--- src/sv/imm_ram.sv ---
// Simple dual-port element store with registered read data.
// Standalone; used by integer_matrix_multiply_unit.
module imm_ram #(
  parameter int unsigned DEPTH = 64,
  parameter int unsigned WIDTH = 16
) (
  input  logic                     clk,
  input  logic                     we,
  input  logic [$clog2(DEPTH)-1:0] waddr,
  input  logic [WIDTH-1:0]         wdata,
  input  logic [$clog2(DEPTH)-1:0] raddr,
  output logic [WIDTH-1:0]         rdata
);

  logic [WIDTH-1:0] mem [DEPTH];

  always_ff @(posedge clk) begin
    if (we) begin
      mem[waddr] <= wdata;
    end
    rdata <= mem[raddr];
  end

endmodule

--- config.mk ---
export PLATFORM = sky130hd
export DESIGN_NAME = imm_ram
export DESIGN_NICKNAME = d
export VERILOG_FILES = /design/src/sv/imm_ram.sv
export SDC_FILE = /design/constraint.sdc
export NUM_CORES = 1
export LEC_CHECK = 0
export ABC_CLOCK_PERIOD_IN_PS = 5880
export BUFFER_PORTS_ARGS = -buffer_cell sky130_fd_sc_hd__buf_2
export CORE_MARGIN = 1.5
export CORE_UTILIZATION = 40
export DETAILED_ROUTE_END_ITERATION = 8
export GPL_ROUTABILITY_DRIVEN = 1
export PLACE_DENSITY = 0.6
export SYNTH_ARGS = -nofsm -noshare
export SYNTH_HDL_FRONTEND = slang
export SYNTH_SLANG_ARGS = --single-unit
--- constraint.sdc ---
create_clock -name clk -period 5.88 [get_ports clk]
set_input_delay 0.588 -clock clk [delete_from_list [all_inputs] [get_ports clk]]
set_output_delay 0.588 -clock clk [all_outputs]
set_load 0.02 [all_outputs]
* After elaboration in Yosys (flattened, before gate mapping)
Memories as Yosys holds them, arrays and structs flattened. A register that Yosys moved wholly into a read port is not among the register bits.
Index checks and enable logic that the tools add are counted.
** Cells by class
- Add/sub/neg operators :: 0
- Multipliers :: 0
- Div/mod/pow operators :: 0
- Order comparisons :: 0
- Eq/ne operators :: 0
- Shift-type cells :: 0
- Muxes and demuxes :: 2
- Bitwise operators :: 0
- Reductions and logical operators :: 0
** Operator list (number)
- 1-bit 2-to-1 mux :: 2
** Storage, ports and cells
- Bits in registers :: 0
- Latch bits :: 0
- Memory bits (writable) :: 1024
- Memory bits (read-only) :: 0
- Bits of input ports :: 30
- Output and inout port bits :: 16
- Word-level logic and storage cells :: 3
- Memories kept :: 1
** Memory list
- mem :: words 64, width 16, rd ports 1, clocked after memory_dff 1, wr ports 1, RTL line 15 : logic [WIDTH-1:0] mem [DEPTH];

* Logic depth before layout (Yosys ltp)
Gate-level depths: netlist of the first run.
- Depth in word-level cells :: 2
- Depth in mapped cells :: 10
- Mapped depth without buffers :: 5

* Worst setup path before layout of the first run
Ideal clock, no wire load.
- Path kind :: input to register
- From :: input port waddr[3]
- To :: memory mem[48][0] (enable)
- Setup time :: 0.409 ns
- Arrival time :: 2.214 ns
- Data required time :: 5.471 ns
- Slack :: 3.257 ns
- Cell stages on the path :: 4
- Buffers on the path :: 1
- Path through :: clkbuf_1 -> nor2b_1 -> nand4b_1 -> nor3_1
** RTL lines
- start, declared :: RTL line 9 : input logic [$clog2(DEPTH)-1:0] waddr,
- end, declared :: RTL line 15
No word-level cell before the write port.

==> flow_metrics.env, run 1 <==
export IMPL_antenna_found_initial=10
export IMPL_p_per_area_nw_per_um2=344
export IMPL_grt_pass1_wl_um=139000
export IMPL_firstDrtPassIters=7
export IMPL_io_pins=46
export IMPL_synth_top_cell_area_share_pct=76.8
export IMPL_path_max_fanout=73
export IMPL_num_rows=115
export IMPL_switching_share_pct=21.0
export IMPL_postCtsSetupRepairBufs=0
export IMPL_cp_required_ps=6370
export IMPL_yosys_area_top_type="edfxtp_1"
export IMPL_p_clk_share_pct=42.0
export IMPL_syn_avg_cell_area_um2=21.9
export IMPL_layout_nets=1987
export IMPL_wirelength_um=97000
export IMPL_finClkSkew_ps=26.0
export IMPL_path_class="in2reg"
export IMPL_tightestPinTransition_ps=1150
export IMPL_cts_hold_buf=0
export IMPL_drt_iter0_markers=2426
export IMPL_numCtsBuffers=103
export IMPL_p_leak_uw=0.0142
export IMPL_port_buffer_count=45
export IMPL_rr_worst_depth=5
export IMPL_ctsResizeCount=0
export IMPL_hpwl_um=56300
export IMPL_postRouteAntennaNets=0
export IMPL_slew_headroom_pct=23.6
export IMPL_p_comb_share_pct=5.0
export IMPL_total_power_uw=15500
export IMPL_grt_util_all_layers_pct=19.1
export IMPL_via_count=18974
export IMPL_sequentialPowerShare_pct=53.0
export IMPL_place_area_um2=41900
export IMPL_finalSetupViolations=0
export IMPL_cts_max_level=3
export IMPL_numClockSinks=1040
export IMPL_drc=0
export IMPL_synthesis_area_um2=40000
export IMPL_drive_gt1_share_pct=26.6
export IMPL_die_y_um=319
export IMPL_whs_path_depth=3
export IMPL_ir_drop_mv=0.258
export IMPL_synth_warnings=0
export IMPL_grt_ovfl_total=0
export IMPL_synth_seq_area_share_pct=77.6
export IMPL_core_area_um2=98900
export IMPL_switchingPower_uw=3260
export IMPL_setup_tns_ps=0
export IMPL_fmax_mhz=297
export IMPL_ys_types=43
export IMPL_grt_max_degree=96
export IMPL_fillers=8132
export IMPL_finalCritPeriodShare_pct=57.2
export IMPL_clk_latency_ps=670
export IMPL_clk_pin_slew_ps=60
export IMPL_setup_worst_path_start_class="input pin"
export IMPL_yosys_top_cells_area="edfxtp_1 77%, mux4_2 12%, mux2i_1 2.1%, dfxtp_1 0.80%, mux2_2 0.76%"
export IMPL_ys_seq_elements=1040
export IMPL_grt_setup_unrepaired="false"
export IMPL_die_area_um2=102000
export IMPL_min_period_ps=3360
export IMPL_viasPerCell=5.69
export IMPL_status="finished clean"
export IMPL_worstPathArrival_ps=3850
export IMPL_design_area_um2=45200
export IMPL_grt_pass1_vias=19023
export IMPL_syn2layout_area_growth_pct=13.0
export IMPL_start_util_pct=40.5
export IMPL_cts_tree="yes"
export IMPL_slew_violations=0
export IMPL_finalHoldViolCount=0
export IMPL_syn_inst=1829
export IMPL_min_path_type="in2reg"
export IMPL_wire_per_inst_um=29.1
export IMPL_cts_buffer_depth=3
export IMPL_synth_flop_cell="edfxtp_1"
export IMPL_place_congestion=0.853
export IMPL_r2r_slack_ps=3360
export IMPL_synth_edff_count=1024
export IMPL_ys_async_sr_fraction_pct=0
export IMPL_fp_dieW_um=319
export IMPL_intPower_uw=12300
export IMPL_drv_cap=0
export IMPL_cts_root_buf="clkbuf_16"
export IMPL_crit_path_end_kind="flop"
export IMPL_syn_num_nets=1859
==> critical path, cell delays in order <==
cell      delay [ps]
buf_8            610
buf_12           480
mux4_2           570
mux2i_1          310
nand3_1          130
a31oi_1          790
a311oi_1         130
==> synth_stat cells (all sizes together), types with 12 or more instances <==
library cell,number
nand3,24
edfxtp,1024
nand4,12
mux2,27
mux2i,85
dfxtp,16
nand2,60
a21oi,17
a22oi,39
nor2,74
buf,77
a221oi,16
nor2b,30
clkbuf,27
mux4,224
==> stage by stage <==
step	util, %	hold WS (ps)	instances	worst slack [ps]
floorplan	-	687	1829	3260
global placement	42.4	824	3139	1930
detailed placement	42.4	845	3139	1900
CTS	45.8	446	3330	2600
global route	45.8	497	3330	2410
finish	45.8	501	3335	2520
==> per-layer routing <==
metal	routed length, µm	vias to the layer above	GRT usage, %
li1	-	7952	-
met1	40300	10114	26.8
met2	44800	752	29.1
met3	8450	154	4.78
met4	3380	2	6.61
met5	13	-	0
==> layout by cell type (no fill, tap or decap), types with 5 or more instances in the layout <==
master / synthesis / final
buf_2: 36 / 42
dfxtp_1: 16 / 16
a311oi_1: 8 / 8
a31oi_1: 8 / 8
a211oi_1: 8 / 8
clkbuf_8: 0 / 6
clkinv_2: 0 / 23
a21oi_1: 17 / 17
bufinv_16: 0 / 11
mux2i_1: 85 / 85
clkbuf_16: 0 / 105
o21ai_0: 5 / 5
buf_4: 13 / 78
and4_1: 5 / 5
a22o_1: 6 / 6
a221o_1: 6 / 6
nand4_1: 12 / 12
edfxtp_1: 1024 / 1024
mux4_2: 220 / 220
a41oi_1: 5 / 5
diode_2: 0 / 5
nand3_1: 24 / 24
mux2_2: 27 / 27
clkbuf_1: 24 / 21
nor2_1: 72 / 60
clkinv_1: 0 / 21
a211o_1: 8 / 8
nor2_2: 2 / 14
a22oi_1: 39 / 39
nor2b_1: 30 / 30
nand2_1: 59 / 59
a221oi_1: 16 / 16
==> logic make-up after synthesis <==
logic type | after synthesis | synth area share [%]
AOI/OAI and AO/OA | 129 | 2.41
buffers and inverters | 104 | 1.83
muxes | 336 | 15.5
and+or+nand+nor | 220 | 2.65
DFF | 1040 | 77.6
==> flip-flops by register name, indices dropped and copies added (netlist names) <==
| signal | count |
|---|---|
| mem | 1024 |
| rdata | 16 |
==> power groups by stage <==
stage	Clock [µW]	Combinational (µW)	Sequential, µW
floorplan	0	425	8400
global placement	0	768	8390
detailed placement	0	784	8400
CTS	6630	785	8240
global route	6910	820	8240
finish	6530	776	8240
==> worst paths after layout <==
| path | from | end |
|---|---|---|
| max | raddr[0] | rdata[3] |
| min | raddr[5] | rdata[11] |
| max reg2reg | mem[11][3] | rdata[3] |
| min reg2reg | mem[40][4] | rdata[4] |
==> final cells by class <==
type | instances | area [µm²] | area share (%)
diodes | 5 | 12.5 | 0.0277
clock buffers | 131 | 2780 | 6.13
clock inverters | 60 | 581 | 1.28
multi-input cells | 685 | 8290 | 18.3
flip-flops and latches | 1040 | 31100 | 68.7
well taps | 1287 | 1610 | 3.56
repair buffers | 127 | 916 | 2.02
(Power assumes the default switching activity.)
==> run 2, diff against run 1 <==
--- a/config.mk
+++ b/config.mk
@@ -5,7 +5,7 @@
 export SDC_FILE = /design/constraint.sdc
 export NUM_CORES = 1
 export LEC_CHECK = 0
-export ABC_CLOCK_PERIOD_IN_PS = 5880
+export ABC_CLOCK_PERIOD_IN_PS = 3300
 export BUFFER_PORTS_ARGS = -buffer_cell sky130_fd_sc_hd__buf_2
 export CORE_MARGIN = 1.5
 export CORE_UTILIZATION = 40
==> constraint.sdc (replaced) <==
create_clock -name clk -period 3.3 [get_ports clk]
set_input_delay 0.33 -clock clk [delete_from_list [all_inputs] [get_ports clk]]
set_output_delay 0.33 -clock clk [all_outputs]
set_load 0.02 [all_outputs]
==> run 2 against run 1 <==
  * Register-to-register slack got worse by 2300 ps
  * Sequential power increased by 78%
  * Sequential share of layout area decreased by 1.0 points
  * Global-route usage increased by 0.34 points
  * Combinational power increased by 86%
  * Setup slack got worse by 1400 ps
  * Die area unchanged
  * Final area increased by 1.5%
  * Cell count increased by 2.5%
  * Clock-buffer cell count increased by 10
  * Critical path depth increased by 1
  * Flip-flop and latch count unchanged
  * Critical endpoint is now rdata[10]
==> flow_metrics.env, run 2 (synthesis gave the netlist of run 1 again) <==
export IMPL_cts_tree="yes"
export IMPL_route_met3_wl_um=6770
export IMPL_p_per_area_nw_per_um2=602
export IMPL_finalCritPeriodShare_pct=66.9
export IMPL_crit_chain="buf_8 -> buf_12 -> buf_4 -> mux4_2 -> mux2_2 -> nand2_1 -> nand4_1 -> and4_1"
export IMPL_final_cell_mix="1024 x edfxtp_1, 220 x mux4_2, 150 x buf_4, 108 x clkbuf_16, 85 x mux2i_1"
export IMPL_io_pins=46
export IMPL_r2r_start="mem[10][0]"
export IMPL_worstPathArrival_ps=2740
export IMPL_via_count=19489
export IMPL_met1Wirelength_um=41800
export IMPL_dp_cells=3220
export IMPL_clk_latency_ps=650
export IMPL_instances_no_fill=3417
export IMPL_finalHoldViolCount=0
export IMPL_num_rows=115
export IMPL_largest_reg_flops=1024
export IMPL_hpwl_um=61200
export IMPL_r2r_slack_ps=1110
export IMPL_grt_ovfl_total=0
export IMPL_setup_worst_path_start_class="input pin"
export IMPL_numClockSinks=1040
export IMPL_cpMaxStageDelayCell="mux4_2"
export IMPL_whs_path_depth=2
export IMPL_grt_pass1_wl_um=143000
export IMPL_fmax_mhz=453
export IMPL_tightestPinTransition_ps=1310
export IMPL_setup_tns_ps=0
export IMPL_finClkSkew_ps=18.6
export IMPL_die_y_um=319
export IMPL_wire_per_inst_um=28.8
export IMPL_syn2layout_area_growth_pct=14.7
export IMPL_die_area_um2=102000
export IMPL_port_buffer_count=45
export IMPL_cpPeakStageDelay_ps=530
export IMPL_min_path_type="in2reg"
export IMPL_grt_util_all_layers_pct=19.5
export IMPL_grt_setup_unrepaired="false"
export IMPL_reg_top3="mem x1024, rdata x16"
export IMPL_postCtsSetupRepairBufs=0
export IMPL_layout_commonest_cell="edfxtp_1"
export IMPL_cts_hold_buf=0
export IMPL_drive_gt1_share_pct=28.7
export IMPL_crit_family="buffers and inverters"
export IMPL_hold_slack_ps=210
export IMPL_finalSetupViolations=0
export IMPL_p_leak_uw=0.0147
export IMPL_drv_cap=0
export IMPL_core_area_um2=98900
export IMPL_path_class="in2reg"
export IMPL_cts_root_buf="clkbuf_16"
export IMPL_postRouteAntennaNets=0
export IMPL_antenna_found_initial=11
export IMPL_drc=0
export IMPL_path_max_fanout=25
export IMPL_slew_violations=0
export IMPL_status="finished clean"
export IMPL_top_layer="met5"
export IMPL_cts_max_level=3
export IMPL_layout_nets=2069
export IMPL_whs_endpoint="mem[44][3]"
export IMPL_cts_buffer_depth=3
export IMPL_fp_dieW_um=319
export IMPL_drt_iter0_markers=2061
export IMPL_ir_drop_mv=0.465
export IMPL_path_buf_inv=3
export IMPL_met2_length_um=47700
export IMPL_timing_rr_end="rdata[0]"
export IMPL_slew_headroom_pct=12.5
export IMPL_viasPerCell=5.70
export IMPL_place_congestion=0.851
export IMPL_clk_pin_slew_ps=60
export IMPL_wirelength_um=98400
export IMPL_regMostFlops="mem"
export IMPL_min_from="wdata[3]"
export IMPL_cp_required_ps=3830
export IMPL_crit_path_end_kind="flop"
export IMPL_rr_worst_depth=5
export IMPL_firstDrtPassIters=7
export IMPL_numCtsBuffers=104
export IMPL_grt_max_degree=65
export IMPL_ctsResizeCount=0
export IMPL_start_util_pct=40.5
export IMPL_min_period_ps=2210
export IMPL_grt_pass1_vias=19748
-- run 2: cell types whose count changed in the layout (fill, tap and decap cells not counted), sizes merged --
cell    delta
buf       +81
bufinv     -3
clkbuf    +10
clkinv     -5
diode      -1
-- run 2: metal layers --
| layer | global-route usage (%) | vias to the layer above |
|---|---|---|
| li1 | - | 8123 |
| met1 | 27.5 | 10502 |
| met2 | 31.5 | 711 |
| met3 | 3.44 | 143 |
| met4 | 4.63 | 10 |
| met5 | 0 | - |
-- run 2: per-stage QoR --
stage | worst slack, ps | utilization (%) | total power, µW | area (µm²)
after floorplan | 935 | - | 15700 | 40000
after global placement | 447 | 43.1 | 16400 | 42600
after detailed placement | 423 | 43.1 | 16400 | 42600
after CTS | 1110 | 46.5 | 27800 | 45900
after global routing | 941 | 46.5 | 28400 | 45900
final | 1090 | 46.5 | 27700 | 45900
-- run 2: worst register-to-register path, delay by kind of cell, from the launching register on --
kind               cells  cell delay, ps
DFF                    1             360
muxes                  1             470
and+or+nand+nor        1             160
AOI/OAI and AO/OA      3            1040
-- run 2: final cells by class --
type,instances,area [µm²]
fillers,8051,52900
clock inverters,52,465
repair buffers,208,1640
flip-flops and latches,1040,31100
multi-input cells,685,8250
diodes,4,10.0
well taps,1287,1610
clock buffers,141,2900
-- run 2: power by group --
| group | total (µW) | switching (µW) | internal [µW] |
|---|---|---|---|
| logic | 1440 | 914 | 529 |
| clock network | 11500 | 4780 | 6760 |
| registers | 14700 | 49.7 | 14600 |
-- run 2: worst max-delay path by stage --
stage                  start    endpoint  slack [ps]  depth (start not counted)
global placement    raddr[0]   rdata[10]         450                          8
global route        raddr[0]   rdata[12]         940                          8
CTS                 raddr[0]   rdata[12]        1110                          8
floorplan           waddr[3]  mem[48][0]         940                          4
detailed placement  raddr[0]   rdata[12]         420                          8
finish              raddr[0]   rdata[10]        1090                          8
==> run 3, diff against run 2 <==
--- a/config.mk
+++ b/config.mk
@@ -5,7 +5,7 @@
 export SDC_FILE = /design/constraint.sdc
 export NUM_CORES = 1
 export LEC_CHECK = 0
-export ABC_CLOCK_PERIOD_IN_PS = 3300
+export ABC_CLOCK_PERIOD_IN_PS = 2100
 export BUFFER_PORTS_ARGS = -buffer_cell sky130_fd_sc_hd__buf_2
 export CORE_MARGIN = 1.5
 export CORE_UTILIZATION = 40
==> constraint.sdc (replaced) <==
create_clock -name clk -period 2.1 [get_ports clk]
set_input_delay 0.21 -clock clk [delete_from_list [all_inputs] [get_ports clk]]
set_output_delay 0.21 -clock clk [all_outputs]
set_load 0.02 [all_outputs]
==> run 3 against run 2 <==
  * Clock power grew 68%
  * Critical path depth is 2 lower
  * Routed wire length increased by 0.18%
  * Global-route usage is essentially flat
  * Cell count increased by 3.5%
==> flow_metrics.env, run 3 (synthesis gave the netlist of run 1 again) <==
export IMPL_status="finished clean"
export IMPL_largest_reg_flops=1024
export IMPL_grt_util_all_layers_pct=19.4
export IMPL_slew_violations=0
export IMPL_switchingPower_uw=9500
export IMPL_cp_required_ps=2660
export IMPL_io_pins=46
export IMPL_sequentialPowerShare_pct=51.3
export IMPL_min_path_type="in2reg"
export IMPL_core_area_um2=98900
export IMPL_path_class="reg2reg"
export IMPL_wire_per_inst_um=27.9
export IMPL_fillers=7933
export IMPL_intPower_uw=35400
export IMPL_cts_tree="yes"
export IMPL_grt_max_degree=65
export IMPL_cts_max_level=3
export IMPL_antenna_found_initial=14
export IMPL_hpwl_um=63000
export IMPL_postRouteAntennaNets=0
export IMPL_ctsResizeCount=2
export IMPL_drc=0
export IMPL_cts_buffer_depth=3
export IMPL_switching_share_pct=21.1
export IMPL_die_area_um2=102000
export IMPL_clk_pin_slew_ps=60
export IMPL_tightestPinTransition_ps=814
export IMPL_regMostFlops="mem"
export IMPL_die_y_um=319
export IMPL_viasPerCell=5.60
export IMPL_firstDrtPassIters=5
export IMPL_layout_commonest_cell="edfxtp_1"
export IMPL_p_clk_share_pct=43.0
export IMPL_total_power_uw=44900
export IMPL_fp_dieW_um=319
export IMPL_place_congestion=0.857
export IMPL_crit_path_end_kind="flop"
export IMPL_drive_gt1_share_pct=33.1
export IMPL_slew_headroom_pct=45.7
export IMPL_path_max_fanout=1
export IMPL_min_period_ps=2090
export IMPL_setup_tns_ps=0
export IMPL_p_comb_share_pct=5.6
export IMPL_clk_latency_ps=690
export IMPL_post_route_util_pct=48.2
export IMPL_via_count=19790
export IMPL_start_util_pct=40.5
export IMPL_cts_hold_buf=0
export IMPL_finalHoldViolCount=0
export IMPL_postCtsSetupRepairBufs=0
export IMPL_port_buffer_count=45
export IMPL_finalCritPeriodShare_pct=99.4
export IMPL_grt_pass1_wl_um=143000
export IMPL_final_cell_mix="1024 x edfxtp_1, 220 x mux4_2, 216 x buf_4, 108 x clkbuf_16, 83 x mux2i_1"
export IMPL_syn2layout_area_growth_pct=19.0
export IMPL_worstPathArrival_ps=2640
export IMPL_p_leak_uw=0.0155
export IMPL_reg_top3="mem x1024, rdata x16"
export IMPL_finClkSkew_ps=33.4
export IMPL_grt_pass1_vias=20223
export IMPL_grt_setup_unrepaired="false"
export IMPL_setup_worst_path_start_class="flop"
export IMPL_cts_root_buf="clkbuf_16"
export IMPL_num_rows=115
export IMPL_numCtsBuffers=107
export IMPL_grt_ovfl_total=0
export IMPL_drv_cap=0
export IMPL_layout_nets=2184
export IMPL_finalSetupViolations=0
export IMPL_numClockSinks=1040
export IMPL_p_per_area_nw_per_um2=943
export IMPL_wirelength_um=98600
export IMPL_drt_iter0_markers=2205
export IMPL_ir_drop_mv=0.608
export IMPL_fmax_mhz=479
[run 3: cell count changes in the layout (fill, tap and decap cells not counted), sizes merged]
cell | before | now
buf | 207 | 319
bufinv | 8 | 13
clkbuf | 142 | 141
clkinv | 41 | 43
clkinvlp | 2 | 3
diode | 4 | 3
inv | 1 | 2
[run 3: final cells by class]
class / count / area [µm²] / area share (%)
sequential: 1040 / 31100 / 65.2
multi-input combinational: 685 / 8260 / 17.3
timing repair buffer: 320 / 3050 / 6.41
clock buffer: 140 / 2910 / 6.12
tap: 1287 / 1610 / 3.38
clock inverter: 61 / 717 / 1.51
antenna: 3 / 7.51 / 0.0158
[run 3: power by group through the flow]
stage	Clock [µW]	Sequential, µW	Combinational [µW]
2_1_floorplan	0	23500	1190
3_3_place_gp	0	23500	2500
3_5_place_dp	0	23500	2540
4_1_cts	19600	23100	2550
5_1_grt	20400	23100	2670
6_report	19300	23100	2520
[run 3: per-layer routing]
metal	GRT usage (%)	vias up	share of wire [%]
li1	-	8336	-
met1	27.3	10576	43
met2	31.2	700	48
met3	3.56	166	7.1
met4	5.28	12	2.7
met5	0	-	0.083
[run 3: final timing paths]
path,from,endpoint,slack [ps],depth (start not counted)
hold / removal,wdata[8],mem[63][8],40,2
setup reg to reg,mem[31][1],rdata[1],10,6
setup / recovery,mem[31][1],rdata[1],10,6
hold reg to reg,mem[0][12],rdata[12],890,4
[run 3: worst max-delay path, cell delays in order, from the launching register on]
cell,delay (ps)
edfxtp_1,370
mux4_2,490
mux2i_2,300
nand3_1,220
a31oi_1,370
buf_4,180
a311oi_1,40
[run 3: through the flow]
step,hold WS [ps],cells,cell area (µm²),setup WS (ps)
4_1_cts,25.0,3533,47600,34.2
3_5_place_dp,666,3332,44000,-512
5_1_grt,37.7,3534,47600,10.7
6_report,37.4,3536,47600,12.4
3_3_place_gp,671,3332,44000,-500
2_1_floorplan,309,1829,40100,-67.8
