==> config.mk <==
export PLATFORM = sky130hd
export DESIGN_NAME = imm_cell
export DESIGN_NICKNAME = d
export VERILOG_FILES = /design/src/sv/imm_pkg.sv /design/src/sv/imm_cell.sv
export SDC_FILE = /design/constraint.sdc
export NUM_CORES = 1
export LEC_CHECK = 0
export BUFFER_PORTS_ARGS = -buffer_cell sky130_fd_sc_hd__buf_2
export CAP_MARGIN = 20
export CELL_PAD_IN_SITES_DETAIL_PLACEMENT = 1
export CELL_PAD_IN_SITES_GLOBAL_PLACEMENT = 1
export CORE_ASPECT_RATIO = 0.5
export CORE_UTILIZATION = 51
export DETAILED_ROUTE_END_ITERATION = 10
export PLACE_DENSITY_LB_ADDON = 0.1
export SLEW_MARGIN = 20
export SYNTH_ARGS = -nofsm -noshare
export SYNTH_HDL_FRONTEND = slang
export SYNTH_SLANG_ARGS = --single-unit
==> constraint.sdc <==
create_clock -name clk -period 9.8 [get_ports clk]
set_input_delay 1.96 -clock clk [delete_from_list [all_inputs] [get_ports clk]]
set_output_delay 1.96 -clock clk [all_outputs]
set_load 0.01 [all_outputs]
==> src/sv/imm_pkg.sv <==
// Shared types and codes for the integer matrix multiply unit.
// Used by imm_cell and integer_matrix_multiply_unit; depends on nothing.
package imm_pkg;

  localparam int unsigned MaxDimDefault   = 8;
  localparam int unsigned ElemBitsDefault = 16;
  localparam int unsigned ProductBits     = 35;
  localparam int unsigned DimRegBits      = 4;

  typedef enum logic [1:0] {
    CMD_LOAD_A  = 2'd0,
    CMD_LOAD_B  = 2'd1,
    CMD_COMPUTE = 2'd2,
    CMD_NONE    = 2'd3
  } imm_cmd_t;

  typedef enum logic [1:0] {
    REG_ROWS_A     = 2'd0,
    REG_INNER_SIZE = 2'd1,
    REG_COLS_B     = 2'd2,
    REG_UNUSED     = 2'd3
  } imm_reg_t;

  typedef enum logic [2:0] {
    ST_IDLE,
    ST_BLOAD,
    ST_FEED,
    ST_WAIT,
    ST_DRAIN
  } imm_state_t;

  typedef struct packed {
    logic valid;
    logic first;
    logic last;
  } imm_flow_t;

endpackage

==> src/sv/imm_cell.sv <==
// One cell of the multiply chain: holds one column of B and one accumulator.
// A elements pass through to the next cell each cycle. Uses imm_pkg.
module imm_cell #(
  parameter int unsigned MAX_DIM      = imm_pkg::MaxDimDefault,
  parameter int unsigned ELEMENT_BITS = imm_pkg::ElemBitsDefault
) (
  input  logic                               clk,
  input  logic                               rst,
  input  logic [$clog2(MAX_DIM)-1:0]         cell_id,
  input  logic                               bw_en,
  input  logic [$clog2(MAX_DIM)-1:0]         bw_col,
  input  logic [$clog2(MAX_DIM)-1:0]         bw_k,
  input  logic [ELEMENT_BITS-1:0]            bw_data,
  input  logic [ELEMENT_BITS-1:0]            a_in,
  input  logic [$clog2(MAX_DIM)-1:0]         k_in,
  input  imm_pkg::imm_flow_t                 flow_in,
  output logic [ELEMENT_BITS-1:0]            a_out,
  output logic [$clog2(MAX_DIM)-1:0]         k_out,
  output imm_pkg::imm_flow_t                 flow_out,
  output logic signed [imm_pkg::ProductBits-1:0] acc,
  output logic                               done
);

  localparam int unsigned IdxW = $clog2(MAX_DIM);

  logic [ELEMENT_BITS-1:0]          bcol [MAX_DIM];
  logic [ELEMENT_BITS-1:0]          a_q;
  logic [IdxW-1:0]                  k_q;
  imm_pkg::imm_flow_t               flow0;
  imm_pkg::imm_flow_t               flow1;
  logic signed [2*ELEMENT_BITS-1:0] prod;
  logic signed [imm_pkg::ProductBits-1:0] prod_ext;

  always_ff @(posedge clk) begin
    if (bw_en && bw_col == cell_id) begin
      bcol[bw_k] <= bw_data;
    end
  end

  always_ff @(posedge clk) begin
    a_q  <= a_in;
    k_q  <= k_in;
    prod <= $signed(a_q) * $signed(bcol[k_q]);
  end

  assign prod_ext = imm_pkg::ProductBits'(prod);

  always_ff @(posedge clk) begin
    if (rst) begin
      flow0 <= '0;
      flow1 <= '0;
      done  <= 1'b0;
    end else begin
      flow0 <= flow_in;
      flow1 <= flow0;
      done  <= flow1.valid && flow1.last;
    end
  end

  always_ff @(posedge clk) begin
    if (flow1.valid) begin
      acc <= flow1.first ? prod_ext : acc + prod_ext;
    end
  end

  assign a_out    = a_q;
  assign k_out    = k_q;
  assign flow_out = flow0;

endmodule

# == Yosys cells after proc, flatten, opt, wreduce, memory -nomap -nowiden ==
# Memories as Yosys holds them, arrays and structs flattened. A register that Yosys moved wholly into a read port is not among the register bits.
# Index checks and enable logic that the tools add are counted.
# word_totals
inputBits,50
wordCells,20
mem_bits_rw,128
register_bits,93
n_memories,1
output_inout_bits,58
# classes
muxes,3
multipliers,1
eq_ne,1
reduce_logical,2
n_addsub,1
# mem_list
name,words,width,read_ports,rd_clocked_by_memory_dff,wr,line,rtl
bcol,8,16,1,1,1,imm_cell.sv:26,logic [ELEMENT_BITS-1:0] bcol [MAX_DIM];
# ops
cell,n
adder 35 x 32 -> 35 bit,1
2-to-1 mux 35 bit,1
multiplier 16 x 16 -> 32 bit,1
== test 3 bit,1
logical AND 1 bit,2
2-to-1 mux 1 bit,2

# == Longest topological paths before layout ==
# Gate-level depths: netlist of run 1.
# depth
word_depth,4
ltp_mapped,29
depth_no_buf,26

# == Worst setup path after synthesis of run 1 ==
# No wires, ideal clock.
# synth_timing
path_kind,register -> register
start,"register, netlist name k_out[0]"
end,register prod[31]
t_arrival_ns,7.020
n_path_buf,3
setup_time_ns,0.091
synth_period_minus_slack_ns,7.111
path_stages_with_launch,27
slack_ns,2.689
cell_sequence,dfxtp_1 clkbuf_1 buf_2 mux4_2 mux2i_1 clkbuf_1 nor2b_1 fa_1 inv_1 fa_1 fa_1 inv_1 fa_1 fa_1 inv_1 fa_1 inv_1 ha_1 and4_1 nand2_1 nand3_1 a21o_1 a21o_1 a211oi_2 or3_1 and3_1 a311oi_1
# synth_lines
element,line,rtl
"end signal, assigned",imm_cell.sv:43,prod <= $signed(a_q) * $signed(bcol[k_q]);
"end, declared",imm_cell.sv:31,logic signed [2*ELEMENT_BITS-1:0] prod;

==> impl_metrics.env, run 1 <==
export IMPL_outcome="completed"
export IMPL_syn_nets=2157
export IMPL_grt_pass1_wl_um=80300
export IMPL_synth_distinct_cells=65
export IMPL_syn2layout_area_growth_pct=9.47
export IMPL_vias=12700
export IMPL_cts_tree="built"
export IMPL_grt_antenna_before_repair=1
export IMPL_cp_end_kind="flip-flop"
export IMPL_synth_ff_type="edfxtp_1"
export IMPL_cp_arrival_ns=8.30
export IMPL_gp_congestion=0.864
export IMPL_fin_setup_tns_ns=0
export IMPL_maxUsedRoutingLayer="met4"
export IMPL_hold_buffers=0
export IMPL_wirelength_um=49500
export IMPL_cpMaxStageDelayCell="fa_1"
export IMPL_die_w_um=277
export IMPL_wl_met3_um=2520
export IMPL_r2r_start="k_out[1]"
export IMPL_wl_met2_um=23700
export IMPL_rsz0062_at_grt="false"
export IMPL_drt_initial_drc_count=669
export IMPL_crit_chain="buf_4 > mux4_2 > mux2_2 > nand2_1 > fa_1 > inv_1 > fa_1 > fa_1 > fa_1 > fa_1 > fa_1 > ha_1 > nand2_1 > o31a_1 > o21ai_1 > a211oi_2 > or3_1 > and3_1 > a311oi_1"
export IMPL_final_cell_mix="inv_1 (328), fa_1 (263), edfxtp_1 (163)"
export IMPL_cts_root_buf="clkbuf_16"
export IMPL_clk_pin_slew_ns=0.07
export IMPL_htree_levels=1
export IMPL_nNetsFinal=2250
export IMPL_worst_slew_pin_slew_ns=1.10
export IMPL_grt_remaining_overflow=0
export IMPL_drv_slew=0
export IMPL_timing_final_hold_violations=0
export IMPL_cap_viol_max_count=0
export IMPL_cts_resized=0
export IMPL_hpwl_um=37600
export IMPL_drive_above_1_share=0.127
export IMPL_rows=49
export IMPL_synth_edff_count=163
export IMPL_grt_pass1_vias=14700
export IMPL_ys_seq_elements=221
export IMPL_hold_path_startpoint="flow1[0]"
export IMPL_async_reset_ff_frac=0
export IMPL_crit_path_max_incr_delay_ns=0.99
export IMPL_worstSetupStartpoint="k_out[1]"
export IMPL_r2r_end="prod[31]"
export IMPL_ys_seq_area_frac=0.315
export IMPL_cts_sinks=221
export IMPL_maxSlewHeadroom=0.266
export IMPL_r2r_slack_ns=1.94
export IMPL_final_common_cell="inv_1"
export IMPL_fin_util=0.577
export IMPL_synth_area_um2=19200
export IMPL_vias_per_cell=5.48
export IMPL_coreArea_um2=36500
export IMPL_cp_max_fo=21
export IMPL_wl_per_cell_um=21.3
export IMPL_start_util=0.527
export IMPL_drtPass1Iterations=5
export IMPL_met1_length_um=22200
export IMPL_grt_usage=0.269
export IMPL_post_cts_buffers=0
export IMPL_cts_buffers=22
export IMPL_required_ns=10.23
export IMPL_r2r_cells=19
export IMPL_finClkSkew_ns=0.0223
export IMPL_finalSetupViolations=0
export IMPL_clock_fmax_mhz=127
export IMPL_grt_max_degree=61
export IMPL_remaining_drc_errors=0
export IMPL_ioPinCount=108
export IMPL_crit_end="prod[31]"
export IMPL_period_needed_ns=7.86
export IMPL_yosys_warnings=0
export IMPL_setup_worst_path_class="reg2reg"
export IMPL_ant_nets=0
export IMPL_avgSynthCellArea_um2=11.1
export IMPL_cts_buffer_depth=3
export IMPL_fp_dieH_um=139
export IMPL_crit_top_cell="fa_1"
export IMPL_start_kind="flip-flop"
export IMPL_dieArea_um2=38500
export IMPL_clk_latency_ns=0.55
export IMPL_synthCells=1728
export IMPL_port_buffers=107
export IMPL_hp_class="reg2reg"
export IMPL_period_share=0.802
==> through the flow <==
step | worst slack (ns) | cells | hold WS [ns] | instance area (um2)
floorplan | 2.69 | 1728 | 0.395 | 19200
global placement | 2.14 | 2280 | 0.405 | 20300
detailed placement | 2.03 | 2280 | 0.408 | 20300
CTS | 1.95 | 2320 | 0.417 | 21000
global route | 1.53 | 2321 | 0.459 | 21000
finish | 1.94 | 2322 | 0.413 | 21000
==> layout make-up <==
class                      count  area, um2
multi-input combinational   1127      11800
timing repair buffer         120        637
clock inverter                 9        109
tap                          484        606
clock buffer                  31        614
antenna                        1       2.50
fill                        3889      15400
sequential                   221       6060
inverter                     329       1230
==> critical path, delay by kind of cell, from the launching register on <==
family,cells,cell delay (ns)
flops,1,0.79
buf+inv,2,0.58
compound gates,4,0.86
simple gates,4,0.84
mux,2,0.69
fa+ha+maj,7,3.97
==> layer usage <==
metal  up-vias  GRT usage
met4         0     0.0600
li1       5764          -
met2       305      0.458
met3        78     0.0470
met1      6576      0.362
met5         -          0
==> cells by family after synthesis <==
logic type | Yosys count | synth area share
fa+ha+maj | 379 | 0.350
buf+inv | 380 | 0.0747
simple gates | 431 | 0.112
compound gates | 204 | 0.0719
flops | 221 | 0.315
xor+xnor | 59 | 0.0269
mux | 54 | 0.0499
==> worst min-delay path by stage <==
stage,to,slack (ns),depth (start not counted)
global route,done,0.46,2
finish,done,0.41,2
global placement,done,0.41,2
CTS,done,0.42,2
detailed placement,done,0.41,2
floorplan,done,0.40,2
==> cell usage after synthesis (7+ instances only) <==
library cell,count,share of area
a211oi_1,9,0.0035
mux4_2,32,0.038
o21a_1,10,0.0039
inv_1,328,0.064
or3_1,7,0.0023
o21ai_0,25,0.0065
edfxtp_1,163,0.25
clkbuf_1,43,0.0084
a21oi_1,52,0.014
mux2_2,11,0.0064
or2_2,7,0.0023
nor3_1,10,0.0026
xnor2_1,40,0.018
xor2_1,19,0.0087
nand2_1,159,0.031
nand2b_1,28,0.0091
nand3_1,17,0.0044
dfxtp_1,58,0.060
nor2b_1,86,0.028
a21o_1,25,0.0098
nor2_1,51,0.010
ha_1,116,0.076
and3_1,9,0.0029
fa_1,263,0.27
o21bai_1,9,0.0035
mux2i_1,10,0.0052
o21ai_1,24,0.0063
o31ai_1,7,0.0027
and2_1,47,0.015
==> sequential cells by signal, summed over array words and instances, names as in the netlist <==
name      flops
flow1         3
acc          35
a_out        16
k_out         3
done          1
bcol        128
prod         32
flow_out      3
Power of run 1 is not shown: default switching activity piles up to over one toggle a cycle in this logic, so the estimate is an artifact.
==> inputs of run 2 (changes only) <==
- clock period: 9.8 -> 7.4 ns (I/O delays scaled with it)
==> impl_metrics.env, run 2 (synthesized netlist as in run 1, its figures left out) <==
export IMPL_critical_path_top_delay_family="adder cells"
export IMPL_finalSetupViolations=0
export IMPL_setup_worst_path_class="reg2reg"
export IMPL_wl_per_cell_um=21.4
export IMPL_htree_levels=1
export IMPL_rsz0062_at_grt="false"
export IMPL_grt_usage=0.272
export IMPL_r2r_slack_ns=0.38
export IMPL_fin_setup_tns_ns=0
export IMPL_period_share=0.948
export IMPL_dieArea_um2=38500
export IMPL_cts_buffer_depth=3
export IMPL_worstSetupStartpoint="k_out[0]"
export IMPL_multiInputGateArea_um2=11800
export IMPL_setup_ws_ns=0.383
export IMPL_finalHoldWorstSlack_ns=0.431
export IMPL_drive_above_1_share=0.136
export IMPL_vias_per_cell=5.51
export IMPL_fp_dieH_um=139
export IMPL_register_area_um2=6060
export IMPL_syn2layout_area_growth_pct=10.6
export IMPL_rows=49
export IMPL_hpwl_um=38900
export IMPL_timing_final_hold_violations=0
export IMPL_grt_pass1_vias=14800
export IMPL_pre_cts_slack_ns=0.333
export IMPL_nNetsFinal=2268
export IMPL_remaining_drc_errors=0
export IMPL_drt_initial_drc_count=660
export IMPL_start_util=0.527
export IMPL_coreArea_um2=36500
export IMPL_clk_latency_ns=0.55
export IMPL_port_buffers=107
export IMPL_clk_pin_slew_ns=0.06
export IMPL_cap_viol_max_count=0
export IMPL_crit_top_cell="fa_1"
export IMPL_die_w_um=277
export IMPL_maxSlewHeadroom=0.290
export IMPL_period_needed_ns=7.02
export IMPL_ant_nets=0
export IMPL_cts_root_buf="clkbuf_16"
export IMPL_maxUsedRoutingLayer="met4"
export IMPL_clock_fmax_mhz=143
export IMPL_cp_arrival_ns=7.45
export IMPL_wl_met2_um=23900
export IMPL_final_cell_mix="inv_1 (328), fa_1 (263), edfxtp_1 (163)"
export IMPL_grt_max_degree=61
export IMPL_top_regs="bcol (128), acc (35), prod (32)"
export IMPL_ioPinCount=108
export IMPL_r2r_start="k_out[0]"
export IMPL_vias=12900
export IMPL_final_common_cell="inv_1"
export IMPL_cts_buffers=22
export IMPL_worst_slew_pin_slew_ns=1.06
export IMPL_hp_class="reg2reg"
export IMPL_start_kind="flip-flop"
export IMPL_r2r_cells=25
export IMPL_fill_cells=3844
export IMPL_crit_end="prod[31]"
export IMPL_finClkSkew_ns=0.0314
export IMPL_top_register="bcol"
export IMPL_crit_path_max_incr_delay_ns=0.55
export IMPL_cts_sinks=221
export IMPL_cp_max_fo=11
export IMPL_crit_buf_inv=6
export IMPL_largest_reg_flops=128
export IMPL_outcome="completed"
export IMPL_grt_pass1_wl_um=81400
export IMPL_r2r_end="prod[31]"
export IMPL_drtPass1Iterations=5
export IMPL_met1_length_um=22500
export IMPL_cp_end_kind="flip-flop"
export IMPL_cpMaxStageDelayCell="fa_1"
export IMPL_grt_antenna_before_repair=2
export IMPL_grt_remaining_overflow=0
export IMPL_worst_path_stages=25
export IMPL_wl_met3_um=2770
export IMPL_required_ns=7.83
export IMPL_drv_slew=0
export IMPL_gp_congestion=0.898
export IMPL_wirelength_um=50200
export IMPL_cts_tree="built"
-- run 2: cell count changes in the layout (fill, tap and decap cells not counted), sizes merged --
cell	delta
diode	+1
inv	-3
clkinv	+6
bufinv	+2
buf	+17
clkbuf	-6
clkinvlp	+2
-- run 2: worst register-to-register path: stages (launching register included) --
cell	delay (ns)
dfxtp_2	0.40
buf_12	0.18
mux4_2	0.52
mux2_2	0.35
buf_4	0.21
and2_1	0.18
fa_1	0.50
fa_1	0.55
ha_1	0.13
inv_1	0.05
fa_1	0.47
inv_1	0.05
fa_1	0.53
inv_1	0.05
fa_1	0.47
inv_1	0.04
ha_1	0.34
o21ai_1	0.09
or2_1	0.24
nor2_1	0.19
a21o_1	0.24
a21o_1	0.22
a211oi_2	0.10
or3_1	0.40
and3_1	0.16
a311oi_1	0.25
-- run 2: layer usage --
layer	GRT usage	up-vias
met1	0.366	6657
met4	0.0697	0
met3	0.0569	77
met2	0.453	358
met5	0	-
li1	-	5799
-- run 2: worst min-delay path by stage --
stage                  start    to  slack, ns  cells after the start
floorplan           flow1[0]  done       0.40                      2
global placement    flow1[0]  done       0.40                      2
detailed placement  flow1[0]  done       0.43                      2
CTS                 flow1[0]  done       0.44                      2
global route        flow1[0]  done       0.47                      2
finish              flow1[0]  done       0.43                      2
-- run 2: timing repair --
item | 4_1_cts | 5_1_grt
gates resized for setup | 0 | 6
setup endpoints to repair | 0 | 1
hold buffers | 0 | 0
setup buffers | 0 | 0
-- run 2: final cells by class --
class	count	share of cell area
clock inverter	16	0.00795
timing repair buffer	138	0.0385
tap	484	0.0285
clock buffer	24	0.0267
antenna	2	0.000236
sequential	221	0.285
multi-input combinational	1127	0.555
inverter	329	0.0581
-- run 2: metrics by stage --
stage	instances	area [um2]	utilization
6_report	2341	21200	0.582
5_1_grt	2339	21200	0.582
4_1_cts	2335	21100	0.580
2_1_floorplan	1728	19200	-
3_5_place_dp	2295	20400	0.560
3_3_place_gp	2295	20400	0.560
Power of run 2 is left out for the same reason.
==> inputs of run 3 (changes only) <==
- CORE_ASPECT_RATIO: 0.5 -> not set
==> impl_metrics.env, run 3 (synthesized netlist as in run 1, its figures left out) <==
export IMPL_top_regs="bcol (128), acc (35), prod (32)"
export IMPL_nNetsFinal=2268
export IMPL_timing_final_hold_violations=0
export IMPL_setup_worst_path_class="reg2reg"
export IMPL_largest_reg_flops=128
export IMPL_r2r_end="prod[31]"
export IMPL_die_w_um=196
export IMPL_crit_top_cell="fa_1"
export IMPL_grt_antenna_before_repair=1
export IMPL_grt_usage=0.252
export IMPL_pre_cts_slack_ns=0.196
export IMPL_finalSetupViolations=0
export IMPL_grt_pass1_vias=14200
export IMPL_cts_root_buf="clkbuf_16"
export IMPL_port_buffers=107
export IMPL_cts_buffers=24
export IMPL_dieArea_um2=38500
export IMPL_cts_tree="built"
export IMPL_coreArea_um2=36900
export IMPL_r2r_cells=21
export IMPL_r2r_start="k_out[0]"
export IMPL_wirelength_um=46400
export IMPL_outcome="completed"
export IMPL_maxSlewHeadroom=0.270
export IMPL_ioPinCount=108
export IMPL_antenna_cells=0
export IMPL_cp_max_fo=16
export IMPL_period_needed_ns=7.06
export IMPL_cts_sinks=221
export IMPL_vias=12600
export IMPL_cp_arrival_ns=7.49
export IMPL_hold_buffers=0
export IMPL_start_util=0.521
export IMPL_htree_levels=1
export IMPL_fill_cells=3931
export IMPL_rows=70
export IMPL_gp_congestion=0.837
export IMPL_hold_path_startpoint="flow1[0]"
export IMPL_holdPathStages=2
export IMPL_vias_per_cell=5.34
export IMPL_critical_path_top_delay_family="adder cells"
export IMPL_grt_remaining_overflow=0
export IMPL_grt_pass1_wl_um=75300
export IMPL_fp_dieH_um=196
export IMPL_drtPass1Iterations=5
export IMPL_final_cell_mix="inv_1 (328), fa_1 (263), edfxtp_1 (163)"
export IMPL_top_register="bcol"
export IMPL_clk_pin_slew_ns=0.06
export IMPL_worst_slew_pin_slew_ns=1.09
export IMPL_setup_ws_ns=0.344
export IMPL_final_common_cell="inv_1"
export IMPL_ant_nets=0
export IMPL_whs_endpoint="done"
export IMPL_cp_end_kind="flip-flop"
export IMPL_syn2layout_area_growth_pct=11.1
export IMPL_remaining_drc_errors=0
export IMPL_start_kind="flip-flop"
export IMPL_crit_chain="clkbuf_16 > mux4_2 > mux2_2 > buf_4 > and2_1 > fa_1 > inv_1 > fa_1 > fa_1 > fa_1 > fa_1 > fa_1 > inv_1 > ha_1 > nand2_1 > o31a_1 > o21ai_1 > a211oi_2 > or3_1 > and3_1 > a311oi_1"
export IMPL_hpwl_um=36000
export IMPL_crit_buf_inv=4
export IMPL_required_ns=7.83
export IMPL_cap_viol_max_count=0
export IMPL_grt_max_degree=61
export IMPL_finClkSkew_ns=0.0265
export IMPL_cpMaxStageDelayCell="fa_1"
export IMPL_drt_initial_drc_count=536
export IMPL_r2r_slack_ns=0.34
export IMPL_wl_per_cell_um=19.7
export IMPL_hp_class="reg2reg"
export IMPL_cts_buffer_depth=3
export IMPL_period_share=0.953
export IMPL_crit_path_max_incr_delay_ns=0.56
export IMPL_clk_latency_ns=0.55
export IMPL_drv_slew=0
export IMPL_clock_fmax_mhz=142
export IMPL_drive_above_1_share=0.135
## run 3: final cells by class
class	instances	area, um2	share of cell area
timing repair buffer	136	825	0.0386
sequential	221	6060	0.284
inverter	329	1230	0.0578
tap	504	631	0.0295
clock buffer	37	691	0.0323
multi-input combinational	1127	11800	0.552
clock inverter	7	134	0.00627
## run 3: tightest hold or removal path, cell delays in order, from the launching register on
cell     delay [ns]
dfxtp_1        0.30
nand2_1        0.05
nor2_1         0.03
## run 3: metrics by stage
step,area (um2),cells,utilization,hold WS [ns],setup TNS [ns]
after floorplan,19200,1728,-,0.395,0
after global placement,20400,2313,0.554,0.414,0
after detailed placement,20400,2313,0.554,0.423,0
after CTS,21300,2357,0.577,0.432,0
after global routing,21400,2361,0.579,0.461,-0.0126
final,21400,2361,0.579,0.423,0
## run 3: timing repair
action,in CTS,in global routing
gates resized for setup,0,8
endpoints found under the setup margin,0,4
setup buffers,0,1
## run 3: how the worst max path moves through the flow
| stage | startpoint | to | slack (ns) | depth (start not counted) |
|---|---|---|---|---|
| 2_1_floorplan | k_out[0] | prod[31] | 0.29 | 26 |
| 3_3_place_gp | k_out[0] | prod[28] | 0.46 | 24 |
| 3_5_place_dp | k_out[0] | prod[31] | 0.20 | 23 |
| 4_1_cts | k_out[0] | prod[31] | 0.17 | 25 |
| 5_1_grt | k_out[0] | prod[31] | -0.01 | 25 |
| 6_report | k_out[0] | prod[31] | 0.34 | 21 |
## run 3: per-layer routing
metal | global-route usage | vias up | share of wire
met5 | 0 | - | 0
met1 | 0.328 | 6483 | 0.43
met3 | 0.0304 | 58 | 0.039
met2 | 0.449 | 262 | 0.51
met4 | 0.0587 | 0 | 0.020
li1 | - | 5803 | -
Power of run 3 is left out for the same reason.
